===== src/sv/hcsp_pkg.sv =====
// Package for the host command stream parser.
// Holds the opcode codes, frame lengths, status and reply codes and the queue record.
// No dependencies.
package hcsp_pkg;

  localparam int HIGHEST_OPCODE = 13;
  localparam int CMD_KEEP       = 9;
  localparam int DISCARD_CAP    = 10;
  localparam int QDEPTH         = 2;
  localparam int QPTR_W         = (QDEPTH > 1) ? $clog2(QDEPTH) : 1;
  localparam int QCNT_W         = $clog2(QDEPTH + 1);

  localparam logic [7:0] MIN_LINK_RST = 8'd2;
  localparam logic [7:0] MAX_LINK_RST = 8'd71;

  localparam logic [7:0] OP_NOP = 8'd0;
  localparam logic [7:0] OP_RTS = 8'd1;
  localparam logic [7:0] OP_STR = 8'd2;
  localparam logic [7:0] OP_CLS = 8'd3;
  localparam logic [7:0] OP_ALL = 8'd4;
  localparam logic [7:0] OP_GVB = 8'd5;
  localparam logic [7:0] OP_RET = 8'd6;
  localparam logic [7:0] OP_INR = 8'd7;
  localparam logic [7:0] OP_INS = 8'd8;
  localparam logic [7:0] OP_ECO = 8'd9;
  localparam logic [7:0] OP_ERP = 8'd10;
  localparam logic [7:0] OP_ERR = 8'd11;
  localparam logic [7:0] OP_RST = 8'd12;
  localparam logic [7:0] OP_RRP = 8'd13;

  localparam logic [0:0] CFG_MIN_LINK = 1'd0;
  localparam logic [0:0] CFG_MAX_LINK = 1'd1;

  typedef enum logic [2:0] {
    ST_ACCEPTED  = 3'd0,
    ST_BAD_PARAM = 3'd1,
    ST_REFUSED   = 3'd2,
    ST_UNMATCHED = 3'd3,
    ST_ILLEGAL   = 3'd4,
    ST_SHORT     = 3'd5
  } status_t;

  typedef enum logic [1:0] {
    RP_NONE = 2'd0,
    RP_CLS  = 2'd1,
    RP_ERP  = 2'd2,
    RP_RRP  = 2'd3
  } reply_t;

  typedef enum logic [1:0] {
    RK_COMMAND,
    RK_ILLEGAL,
    RK_SHORT
  } rec_kind_t;

  typedef struct packed {
    rec_kind_t                     kind;
    logic [7:0]                    opcode;
    logic [3:0]                    err_len;
    logic [CMD_KEEP-1:0][7:0]      bytes;
  } rec_t;

  typedef struct packed {
    logic [7:0]  opcode;
    status_t     status;
    reply_t      reply;
    logic [31:0] foreign_socket;
    logic [31:0] local_socket;
    logic [7:0]  link_or_size;
    logic [15:0] word_one;
    logic [15:0] word_two;
    logic [15:0] word_three;
    logic [3:0]  error_length;
  } result_t;

  function automatic logic [3:0] frame_len(input logic [7:0] op);
    logic [3:0] len;
    len = 4'd1;
    unique case (op)
      OP_RTS, OP_STR:                 len = 4'd10;
      OP_CLS:                         len = 4'd9;
      OP_ALL, OP_RET:                 len = 4'd8;
      OP_GVB:                         len = 4'd4;
      OP_INR, OP_INS, OP_ECO, OP_ERP: len = 4'd2;
      OP_ERR:                         len = 4'd12;
      default:                        len = 4'd1;
    endcase
    return len;
  endfunction

endpackage


===== src/sv/host_command_stream_parser.sv =====
// Host command stream parser, top level.
// Joins the framer, the record queue and the checker. Uses hcsp_pkg.
//
// Input channel: one command-area byte per beat (in_data_byte), with
// in_last_byte marking the final byte of a message. A beat is taken when
// in_valid is high and in_stall is low.
// Output channel: one result beat per framed command or framing error,
// held in an output register until out_valid is seen with out_stall low.
// Configuration: cfg_we writes cfg_wdata to min_link (index 0) or max_link
// (index 1); write only while the block is idle.
// Throughput: one byte per cycle while out_stall is low. The framer takes
// a byte every cycle while the two-entry record queue has room; the
// checker drains one record per cycle into the output register while
// it is empty or out_stall is low. A completing byte's record is written
// to the queue, and its result is then loaded into the output register.
// Reset: rst_n low (synchronous) clears framing position, queue and output
// valid, and loads min_link 2 and max_link 71.
// Receiver stall: the output register holds; the queue fills, then in_stall
// rises until a result is taken.
module host_command_stream_parser (
  input  logic        clk,
  input  logic        rst_n,
  input  logic        in_valid,
  output logic        in_stall,
  input  logic [7:0]  in_data_byte,
  input  logic        in_last_byte,
  output logic        out_valid,
  input  logic        out_stall,
  output logic [7:0]  out_opcode,
  output logic [2:0]  out_status,
  output logic [1:0]  out_reply,
  output logic [31:0] out_foreign_socket,
  output logic [31:0] out_local_socket,
  output logic [7:0]  out_link_or_size,
  output logic [15:0] out_word_one,
  output logic [15:0] out_word_two,
  output logic [15:0] out_word_three,
  output logic [3:0]  out_error_length,
  input  logic        cfg_we,
  input  logic [0:0]  cfg_index,
  input  logic [7:0]  cfg_wdata
);
  import hcsp_pkg::*;

  logic    push, pop, full, head_valid;
  rec_t    push_rec, head_rec;
  result_t res;

  assign in_stall = full;

  hcsp_front u_front (
    .clk          (clk),
    .rst_n        (rst_n),
    .in_valid     (in_valid),
    .in_stall     (in_stall),
    .in_data_byte (in_data_byte),
    .in_last_byte (in_last_byte),
    .push         (push),
    .push_rec     (push_rec)
  );

  hcsp_queue u_queue (
    .clk        (clk),
    .rst_n      (rst_n),
    .push       (push),
    .push_rec   (push_rec),
    .pop        (pop),
    .full       (full),
    .head_valid (head_valid),
    .head_rec   (head_rec)
  );

  hcsp_back u_back (
    .clk        (clk),
    .rst_n      (rst_n),
    .cfg_we     (cfg_we),
    .cfg_index  (cfg_index),
    .cfg_wdata  (cfg_wdata),
    .head_valid (head_valid),
    .head_rec   (head_rec),
    .pop        (pop),
    .out_valid  (out_valid),
    .out_stall  (out_stall),
    .out_res    (res)
  );

  assign out_opcode         = res.opcode;
  assign out_status         = res.status;
  assign out_reply          = res.reply;
  assign out_foreign_socket = res.foreign_socket;
  assign out_local_socket   = res.local_socket;
  assign out_link_or_size   = res.link_or_size;
  assign out_word_one       = res.word_one;
  assign out_word_two       = res.word_two;
  assign out_word_three     = res.word_three;
  assign out_error_length   = res.error_length;

endmodule


===== src/sv/hcsp_front.sv =====
// Framer: takes command-area bytes and frames commands by opcode length.
// Pushes one record per finished command or error into the queue. Uses hcsp_pkg.
module hcsp_front (
  input  logic          clk,
  input  logic          rst_n,
  input  logic          in_valid,
  input  logic          in_stall,
  input  logic [7:0]    in_data_byte,
  input  logic          in_last_byte,
  output logic          push,
  output hcsp_pkg::rec_t push_rec
);
  import hcsp_pkg::*;

  logic [3:0]               pos_r, pos_nxt;
  logic [7:0]               op_r, op_nxt;
  logic                     disc_r, disc_nxt;
  logic [CMD_KEEP-1:0][7:0] cmd_r, cmd_nxt;
  logic                     accept;
  logic [7:0]               op_eff;
  logic [3:0]               idx;

  assign accept = in_valid && !in_stall;
  assign idx    = pos_r - 4'd1;

  always_comb begin
    pos_nxt  = pos_r;
    op_nxt   = op_r;
    disc_nxt = disc_r;
    cmd_nxt  = cmd_r;
    push     = 1'b0;
    op_eff   = (pos_r == 4'd0) ? in_data_byte : op_r;
    push_rec.kind    = RK_COMMAND;
    push_rec.opcode  = op_eff;
    push_rec.err_len = 4'd0;
    push_rec.bytes   = cmd_r;
    if (accept) begin
      if (disc_r) begin
        if (pos_r < 4'(DISCARD_CAP)) begin
          pos_nxt = pos_r + 4'd1;
        end
        if (in_last_byte) begin
          push             = 1'b1;
          push_rec.kind    = RK_ILLEGAL;
          push_rec.opcode  = op_r;
          push_rec.err_len = pos_nxt;
          disc_nxt         = 1'b0;
          pos_nxt          = 4'd0;
        end
      end else if (pos_r == 4'd0 && in_data_byte > 8'(HIGHEST_OPCODE)) begin
        op_nxt = in_data_byte;
        if (in_last_byte) begin
          push             = 1'b1;
          push_rec.kind    = RK_ILLEGAL;
          push_rec.err_len = 4'd1;
        end else begin
          disc_nxt = 1'b1;
          pos_nxt  = 4'd1;
        end
      end else begin
        if (pos_r == 4'd0) begin
          op_nxt = in_data_byte;
        end else if (pos_r <= 4'(CMD_KEEP)) begin
          cmd_nxt[idx] = in_data_byte;
        end
        push_rec.bytes = cmd_nxt;
        if (pos_r + 4'd1 >= frame_len(op_eff)) begin
          push    = 1'b1;
          pos_nxt = 4'd0;
        end else if (in_last_byte) begin
          push             = 1'b1;
          push_rec.kind    = RK_SHORT;
          push_rec.err_len = pos_r + 4'd1;
          pos_nxt          = 4'd0;
        end else begin
          pos_nxt = pos_r + 4'd1;
        end
      end
    end
  end

  always_ff @(posedge clk) begin
    if (!rst_n) begin
      pos_r  <= 4'd0;
      op_r   <= OP_NOP;
      disc_r <= 1'b0;
    end else begin
      pos_r  <= pos_nxt;
      op_r   <= op_nxt;
      disc_r <= disc_nxt;
    end
  end

  always_ff @(posedge clk) begin
    cmd_r <= cmd_nxt;
  end

endmodule


===== src/sv/hcsp_queue.sv =====
// Short record queue between the framer and the checker.
// Register storage read at the head pointer. Uses hcsp_pkg.
module hcsp_queue (
  input  logic           clk,
  input  logic           rst_n,
  input  logic           push,
  input  hcsp_pkg::rec_t push_rec,
  input  logic           pop,
  output logic           full,
  output logic           head_valid,
  output hcsp_pkg::rec_t head_rec
);
  import hcsp_pkg::*;

  rec_t              mem_r [QDEPTH];
  logic [QPTR_W-1:0] wr_ptr_r, wr_ptr_nxt;
  logic [QPTR_W-1:0] rd_ptr_r, rd_ptr_nxt;
  logic [QCNT_W-1:0] count_r, count_nxt;

  assign full       = (count_r == QCNT_W'(QDEPTH));
  assign head_valid = (count_r != '0);
  assign head_rec   = mem_r[rd_ptr_r];

  always_comb begin
    wr_ptr_nxt = wr_ptr_r;
    rd_ptr_nxt = rd_ptr_r;
    count_nxt  = count_r;
    if (push) begin
      wr_ptr_nxt = (wr_ptr_r == QPTR_W'(QDEPTH - 1)) ? '0 : wr_ptr_r + 1'b1;
    end
    if (pop) begin
      rd_ptr_nxt = (rd_ptr_r == QPTR_W'(QDEPTH - 1)) ? '0 : rd_ptr_r + 1'b1;
    end
    if (push && !pop) begin
      count_nxt = count_r + 1'b1;
    end else if (pop && !push) begin
      count_nxt = count_r - 1'b1;
    end
  end

  always_ff @(posedge clk) begin
    if (!rst_n) begin
      wr_ptr_r <= '0;
      rd_ptr_r <= '0;
      count_r  <= '0;
    end else begin
      wr_ptr_r <= wr_ptr_nxt;
      rd_ptr_r <= rd_ptr_nxt;
      count_r  <= count_nxt;
    end
  end

  always_ff @(posedge clk) begin
    if (push) begin
      mem_r[wr_ptr_r] <= push_rec;
    end
  end

`ifndef SYNTHESIS
  a_count_bound: assert property (@(posedge clk) disable iff (!rst_n)
    count_r <= QCNT_W'(QDEPTH))
    else $error("queue count above depth");
  a_pop_nonempty: assert property (@(posedge clk) disable iff (!rst_n)
    pop |-> head_valid)
    else $error("pop from empty queue");
  a_push_grows: assert property (@(posedge clk) disable iff (!rst_n)
    push && !pop |=> count_r == $past(count_r) + 1'b1)
    else $error("push lost");
`endif

endmodule


===== src/sv/hcsp_back.sv =====
// Checker: decodes queued records into results and holds them in the output register.
// Holds the link bound registers. Uses hcsp_pkg.
module hcsp_back (
  input  logic              clk,
  input  logic              rst_n,
  input  logic              cfg_we,
  input  logic [0:0]        cfg_index,
  input  logic [7:0]        cfg_wdata,
  input  logic              head_valid,
  input  hcsp_pkg::rec_t    head_rec,
  output logic              pop,
  output logic              out_valid,
  input  logic              out_stall,
  output hcsp_pkg::result_t out_res
);
  import hcsp_pkg::*;

  logic [7:0] min_link_r, max_link_r;
  logic       valid_r, valid_nxt;
  result_t    res_r, res_nxt;
  logic       pol_bad, dir_bad, link_bad, hi_nz;
  logic [7:0] lb, op;

  assign pop       = head_valid && (!valid_r || !out_stall);
  assign out_valid = valid_r;
  assign out_res   = res_r;
  assign op        = head_rec.opcode;
  assign lb        = head_rec.bytes[8];
  assign hi_nz     = (head_rec.bytes[4] | head_rec.bytes[5]) != 8'd0;
  assign pol_bad   = !(head_rec.bytes[3][0] ^ head_rec.bytes[7][0]);
  assign dir_bad   = !(head_rec.bytes[3][0] ^ op[0]);
  assign link_bad  = (op == OP_RTS) && (lb < min_link_r || lb > max_link_r);

  always_comb begin
    res_nxt = '0;
    res_nxt.opcode = op;
    res_nxt.status = ST_ACCEPTED;
    res_nxt.reply  = RP_NONE;
    unique case (head_rec.kind)
      RK_ILLEGAL: begin
        res_nxt.status       = ST_ILLEGAL;
        res_nxt.error_length = head_rec.err_len;
      end
      RK_SHORT: begin
        res_nxt.status       = ST_SHORT;
        res_nxt.error_length = head_rec.err_len;
      end
      default: begin
        unique case (op)
          OP_RTS, OP_STR, OP_CLS: begin
            res_nxt.foreign_socket = {head_rec.bytes[0], head_rec.bytes[1],
                                      head_rec.bytes[2], head_rec.bytes[3]};
            res_nxt.local_socket   = {head_rec.bytes[4], head_rec.bytes[5],
                                      head_rec.bytes[6], head_rec.bytes[7]};
            if (op == OP_CLS) begin
              if (pol_bad) begin
                res_nxt.status = ST_BAD_PARAM;
              end else if (hi_nz) begin
                res_nxt.status = ST_UNMATCHED;
              end
            end else begin
              res_nxt.link_or_size = lb;
              if (pol_bad || dir_bad || link_bad) begin
                res_nxt.status = ST_BAD_PARAM;
              end else if ((op == OP_STR && lb[2:0] != 3'd0) || hi_nz) begin
                res_nxt.status = ST_REFUSED;
                res_nxt.reply  = RP_CLS;
              end
            end
          end
          OP_ALL: begin
            res_nxt.link_or_size = head_rec.bytes[0];
            res_nxt.word_one     = {head_rec.bytes[1], head_rec.bytes[2]};
            res_nxt.word_two     = {head_rec.bytes[3], head_rec.bytes[4]};
            res_nxt.word_three   = {head_rec.bytes[5], head_rec.bytes[6]};
          end
          OP_ECO: begin
            res_nxt.link_or_size = head_rec.bytes[0];
            res_nxt.reply        = RP_ERP;
          end
          OP_RST: begin
            res_nxt.reply = RP_RRP;
          end
          default: begin
          end
        endcase
      end
    endcase
  end

  always_comb begin
    valid_nxt = valid_r;
    if (pop) begin
      valid_nxt = 1'b1;
    end else if (!out_stall) begin
      valid_nxt = 1'b0;
    end
  end

  always_ff @(posedge clk) begin
    if (!rst_n) begin
      valid_r    <= 1'b0;
      min_link_r <= MIN_LINK_RST;
      max_link_r <= MAX_LINK_RST;
    end else begin
      valid_r <= valid_nxt;
      if (cfg_we && cfg_index == CFG_MIN_LINK) begin
        min_link_r <= cfg_wdata;
      end
      if (cfg_we && cfg_index == CFG_MAX_LINK) begin
        max_link_r <= cfg_wdata;
      end
    end
  end

  always_ff @(posedge clk) begin
    if (pop) begin
      res_r <= res_nxt;
    end
  end

`ifndef SYNTHESIS
  a_hold_on_stall: assert property (@(posedge clk) disable iff (!rst_n)
    valid_r && out_stall |-> !pop)
    else $error("result overwritten while stalled");
  a_pop_fills: assert property (@(posedge clk) disable iff (!rst_n)
    pop |=> valid_r)
    else $error("popped record not presented");
  a_error_len: assert property (@(posedge clk) disable iff (!rst_n)
    valid_r && res_r.status != ST_ILLEGAL && res_r.status != ST_SHORT
      |-> res_r.error_length == 4'd0)
    else $error("error length on a non-error result");
`endif

endmodule

===== config.mk =====
export PLATFORM = sky130hd
export DESIGN_NAME = host_command_stream_parser
export DESIGN_NICKNAME = d
export VERILOG_FILES = /design/src/sv/hcsp_pkg.sv /design/src/sv/host_command_stream_parser.sv /design/src/sv/hcsp_front.sv /design/src/sv/hcsp_queue.sv /design/src/sv/hcsp_back.sv
export SDC_FILE = /design/constraint.sdc
export NUM_CORES = 1
export LEC_CHECK = 0
export BUFFER_PORTS_ARGS = -buffer_cell sky130_fd_sc_hd__buf_2
export CELL_PAD_IN_SITES_DETAIL_PLACEMENT = 0
export CELL_PAD_IN_SITES_GLOBAL_PLACEMENT = 1
export CORE_ASPECT_RATIO = 0.5
export CORE_UTILIZATION = 50
export DETAILED_ROUTE_END_ITERATION = 10
export PLACE_DENSITY_LB_ADDON = 0.25
export SLEW_MARGIN = 20
export SYNTH_ARGS = -nofsm -noshare
export SYNTH_HDL_FRONTEND = slang
export SYNTH_SLANG_ARGS = --single-unit

===== constraint.sdc =====
create_clock -name clk -period 11.3 [get_ports clk]
set_input_delay 2.26 -clock clk [delete_from_list [all_inputs] [get_ports clk]]
set_output_delay 2.26 -clock clk [all_outputs]
set_load 0.005 [all_outputs]

==> summary.md <==
| Metric | Value |
|---|---|
| Synth area leaders | edfxtp_1, mux2_2, mux2i_1, dfxtp_1, nor2_1 |
| Placeable Area | 0.03465 mm² |
| Drt initial violations | 830 |
| First-pass GRT wire length | 56.45 mm |
| Top cell type's share of synthesized area | 0.6460 |
| Nature of the critical path startpoint | primary input |
| Gr usage total | 0.2048 |
| Total grt overflow | 0 |
| Max Cap Viol | 0 |
| Worst Skew | 0.01133 ns |
| Largest delay contributor family on the critical path | simple AND/OR/NAND/NOR gates |
| Post-DR wirelength/cell | 19.59 µm |
| Critical path buffer and inverter count | 2 |
| Final min period | 6.467 ns |
| WP data required | 11.45 ns |
| P per Cell Area | 237.3 mW/mm² |
| CP Max Fanout | 61 |
| Worst R2R Path Depth | 15 |
| Reg-to-reg endpoint | u_queue.mem_r[0][45] |
| Arr. time, crit path | 6.62 ns |
| GPL Wtd Cong | 0.8496 |
| Max-slew violation count | 0 |
| FILL cells | 2,722 |
| Setup Viol. Count Final | 0 |
| # rows | 48 |
| Die X | 268.2 µm |
| Worst path max stage delay | 0.80 ns |
| Seq cells post-synth | 416 |
| Synth warn | 0 |
| Port buffer count | 161 |
| Share of cells above drive strength 1 | 0.2721 |
| Endpoints failing hold | 0 |
| Crit share post-route | 0.5723 |
| CP most frequent cell | nor2_1 |
| Asr flop ratio synth | 0 |
| Fmax | 154.6 MHz |
| CTS-repair resized insts | 0 |
| Synth Area per Inst | 14.47 µm² |
| Crit path from | in_data_byte[7] |
| Via density | 5.497 |
| Starting density of the core | 0.5111 |
| Crit-path cells | buf_2 -> or4_4 -> nand2_1 -> o21ai_0 -> or4_1 -> ha_1 -> nor2_1 -> nor2_1 -> nand4_1 -> a21oi_1 -> nor2b_4 -> buf_4 |
| Die ar. | 0.03622 mm² |
| Clk root buf | clkbuf_16 |
| WS Path Type | in2reg |
| Die H | 135.1 µm |
| TritonRoute pass-1 iters | 5 |
| RR Startpoint | u_front.pos_r[0] |
| Vias in the first global route | 10.13k |
| Final net count | 1,430 |
| Total CTS buffers | 38 |
| Synth Cell Area | 0.01771 mm² |
| Setup crit end kind | flop |
| Post-synthesis cell count | 1,224 |
| Post-Place Setup Slack | 4.258 ns |
| List of most frequent post-synthesis cells | edfxtp_1, nor2_1, mux2_2 |
| Critical path depth in cells | 12 |
| Pleak | 7.366 nW |
| # DRC | 0 |
| Post-CTS Hold Fix Bufs | 0 |
| Design Power | 4.793 mW |
| Hold Path Depth | 2 |
| Most numerous cell in the Yosys netlist | edfxtp_1 |
| Worst vdd ir | 0.1326 mV |
| Sequential fraction of the synthesis area | 0.6856 |
| Latest clock arrival within the worst-skew pair | 0.53 ns |
| Clock Sinks | 416 |
| R2r setup slk | 5.65 ns |
| Vias | 10.33k |
| Antenna violations before repair | 0 |
| Final WS setup | 4.833 ns |
| Clk slew on worst S/H paths | 0.06 ns |
| Post-synth top area cell | edfxtp_1 |
| Setup TNS | 0 ns |
| Hold Slack | 0.4633 ns |
| Setup bufs post-CTS | 0 |
| Post-DRT Antenna Nets | 0 |
| Htree depth | 2 |
| RSZ-0062 raised after global routing | false |
| Status | completed |
| I/O pin count | 162 |
| Post-synth cell types | 66 |
| Syn_nets | 1,276 |
| Post-synth top flop | edfxtp_1 |
| CP Capture Point | u_queue.mem_r[0][45] |
| Syn-to-layout area delta | 14.05% |
| CTS tree | done |
| Slew @ Worst Pin | 0.9526 ns |
| Post-synth EDFFs | 381 |
| WL final | 36.82 mm |
| Largest net degree at the start of global routing | 74 |
| Hold/Removal Path Class | reg2reg |
| Worst path slowest cell | buf_4 |
| Worst relative slew slack | 0.3649 |
| ANT cells | 0 |
| Buffers from clock root to sink, at most | 3 |
| DP HPWL | 24.21 mm |
| Beginning of the worst hold path | u_back.min_link_r[2] |
[cells by family (layout without fill, tap and decap cells)]
logic type / count (synthesis) / after routing / synth area share
buffers and inverters: 91 / 271 / 0.02020
AO/OA/AOI/OAI: 111 / 111 / 0.04147
flip-flops: 416 / 416 / 0.6856
AND/OR/NAND/NOR: 340 / 340 / 0.08661
XOR/XNOR: 7 / 7 / 0.003462
multiplexers: 230 / 230 / 0.1422
adder cells (fa/ha/maj): 29 / 29 / 0.02049
[worst min path at each step]
stage | end | slack (ns)
floorplan | u_back.max_link_r[3] | 0.44
global placement | u_back.min_link_r[6] | 0.45
detailed placement | u_back.min_link_r[6] | 0.46
CTS | u_back.min_link_r[6] | 0.46
global route | u_back.max_link_r[3] | 0.49
finish | u_back.min_link_r[2] | 0.46
[routing by layer]
layer / global-route usage / wire [µm] / vias up
met5: 0 / 0 / -
met4: 0.05841 / 822 / 0
met3: 0.04504 / 2105 / 59
met2: 0.3243 / 17060 / 240
met1: 0.2857 / 16830 / 5146
li1: - / - / 4884
[layout by cell type (no fill, tap or decap), drive strengths merged, types with 4 or more instances in the layout]
cell and count:
bufinv 4, nor3 9, nand3 19, o211ai 9, edfxtp 381, a21oi 36, nand2 100, nor3b 6
nor4 14, nor2 150, o21a 4, clkbuf 50, ha 29, xor2 4, clkinv 11, mux2i 81
buf 171, o21ai 21, dfxtp 35, inv 32, nand4 11, nor2b 5, mux2 149, a211oi 9
and2 6, nand2b 4
[cell type report]
type | instances | area (µm²) | share of cell area
flip-flops and latches | 416 | 12150 | 0.6013
multi-input cells | 717 | 5238 | 0.2593
clock buffers | 50 | 1017 | 0.05036
repair buffers | 171 | 880.8 | 0.04361
well taps | 475 | 594.3 | 0.02942
clock inverters | 16 | 190.2 | 0.009415
inverters | 34 | 133.9 | 0.006628
[report_power, final]
group	switching (mW)	internal (mW)
clock network	0.547	0.728
registers	0.159	2.20
logic	0.698	0.460
total	1.40	3.39
[per-stage QoR]
step / utilization / cells / area [µm²]
after floorplan: - / 1224 / 17710
after global placement: 0.5479 / 1813 / 18990
after detailed placement: 0.5479 / 1813 / 18990
after CTS: 0.5827 / 1879 / 20190
after global routing: 0.5829 / 1879 / 20200
final: 0.5829 / 1879 / 20200
[state kept, by name (all words and copies together) (netlist names), named ones only]
register and flops:
u_back.max_link_r 8, u_back.min_link_r 8, u_back.out_res 137, u_back.out_valid 1, u_front.cmd_r 72, u_front.disc_r 1
u_front.op_r 8, u_front.pos_r 4, u_queue.count_r 2, u_queue.mem_r 172, u_queue.rd_ptr_r 1, u_queue.wr_ptr_r 1
[worst register-to-register path, stage by stage (launching register included)]
cell and delay, ns:
dfxtp_1 0.41, inv_1 0.16, ha_1 0.30, nor3b_1 0.22, buf_4 0.24, mux2i_1 0.38, inv_1 0.17, ha_1 0.21
or3b_2 0.47, a21o_1 0.17, ha_1 0.27, a2111o_1 0.20, nand4_1 0.11, a21oi_1 0.33, nor2b_4 0.78, buf_4 0.82
No activity file was read; power rests on OpenSTA's default activity.
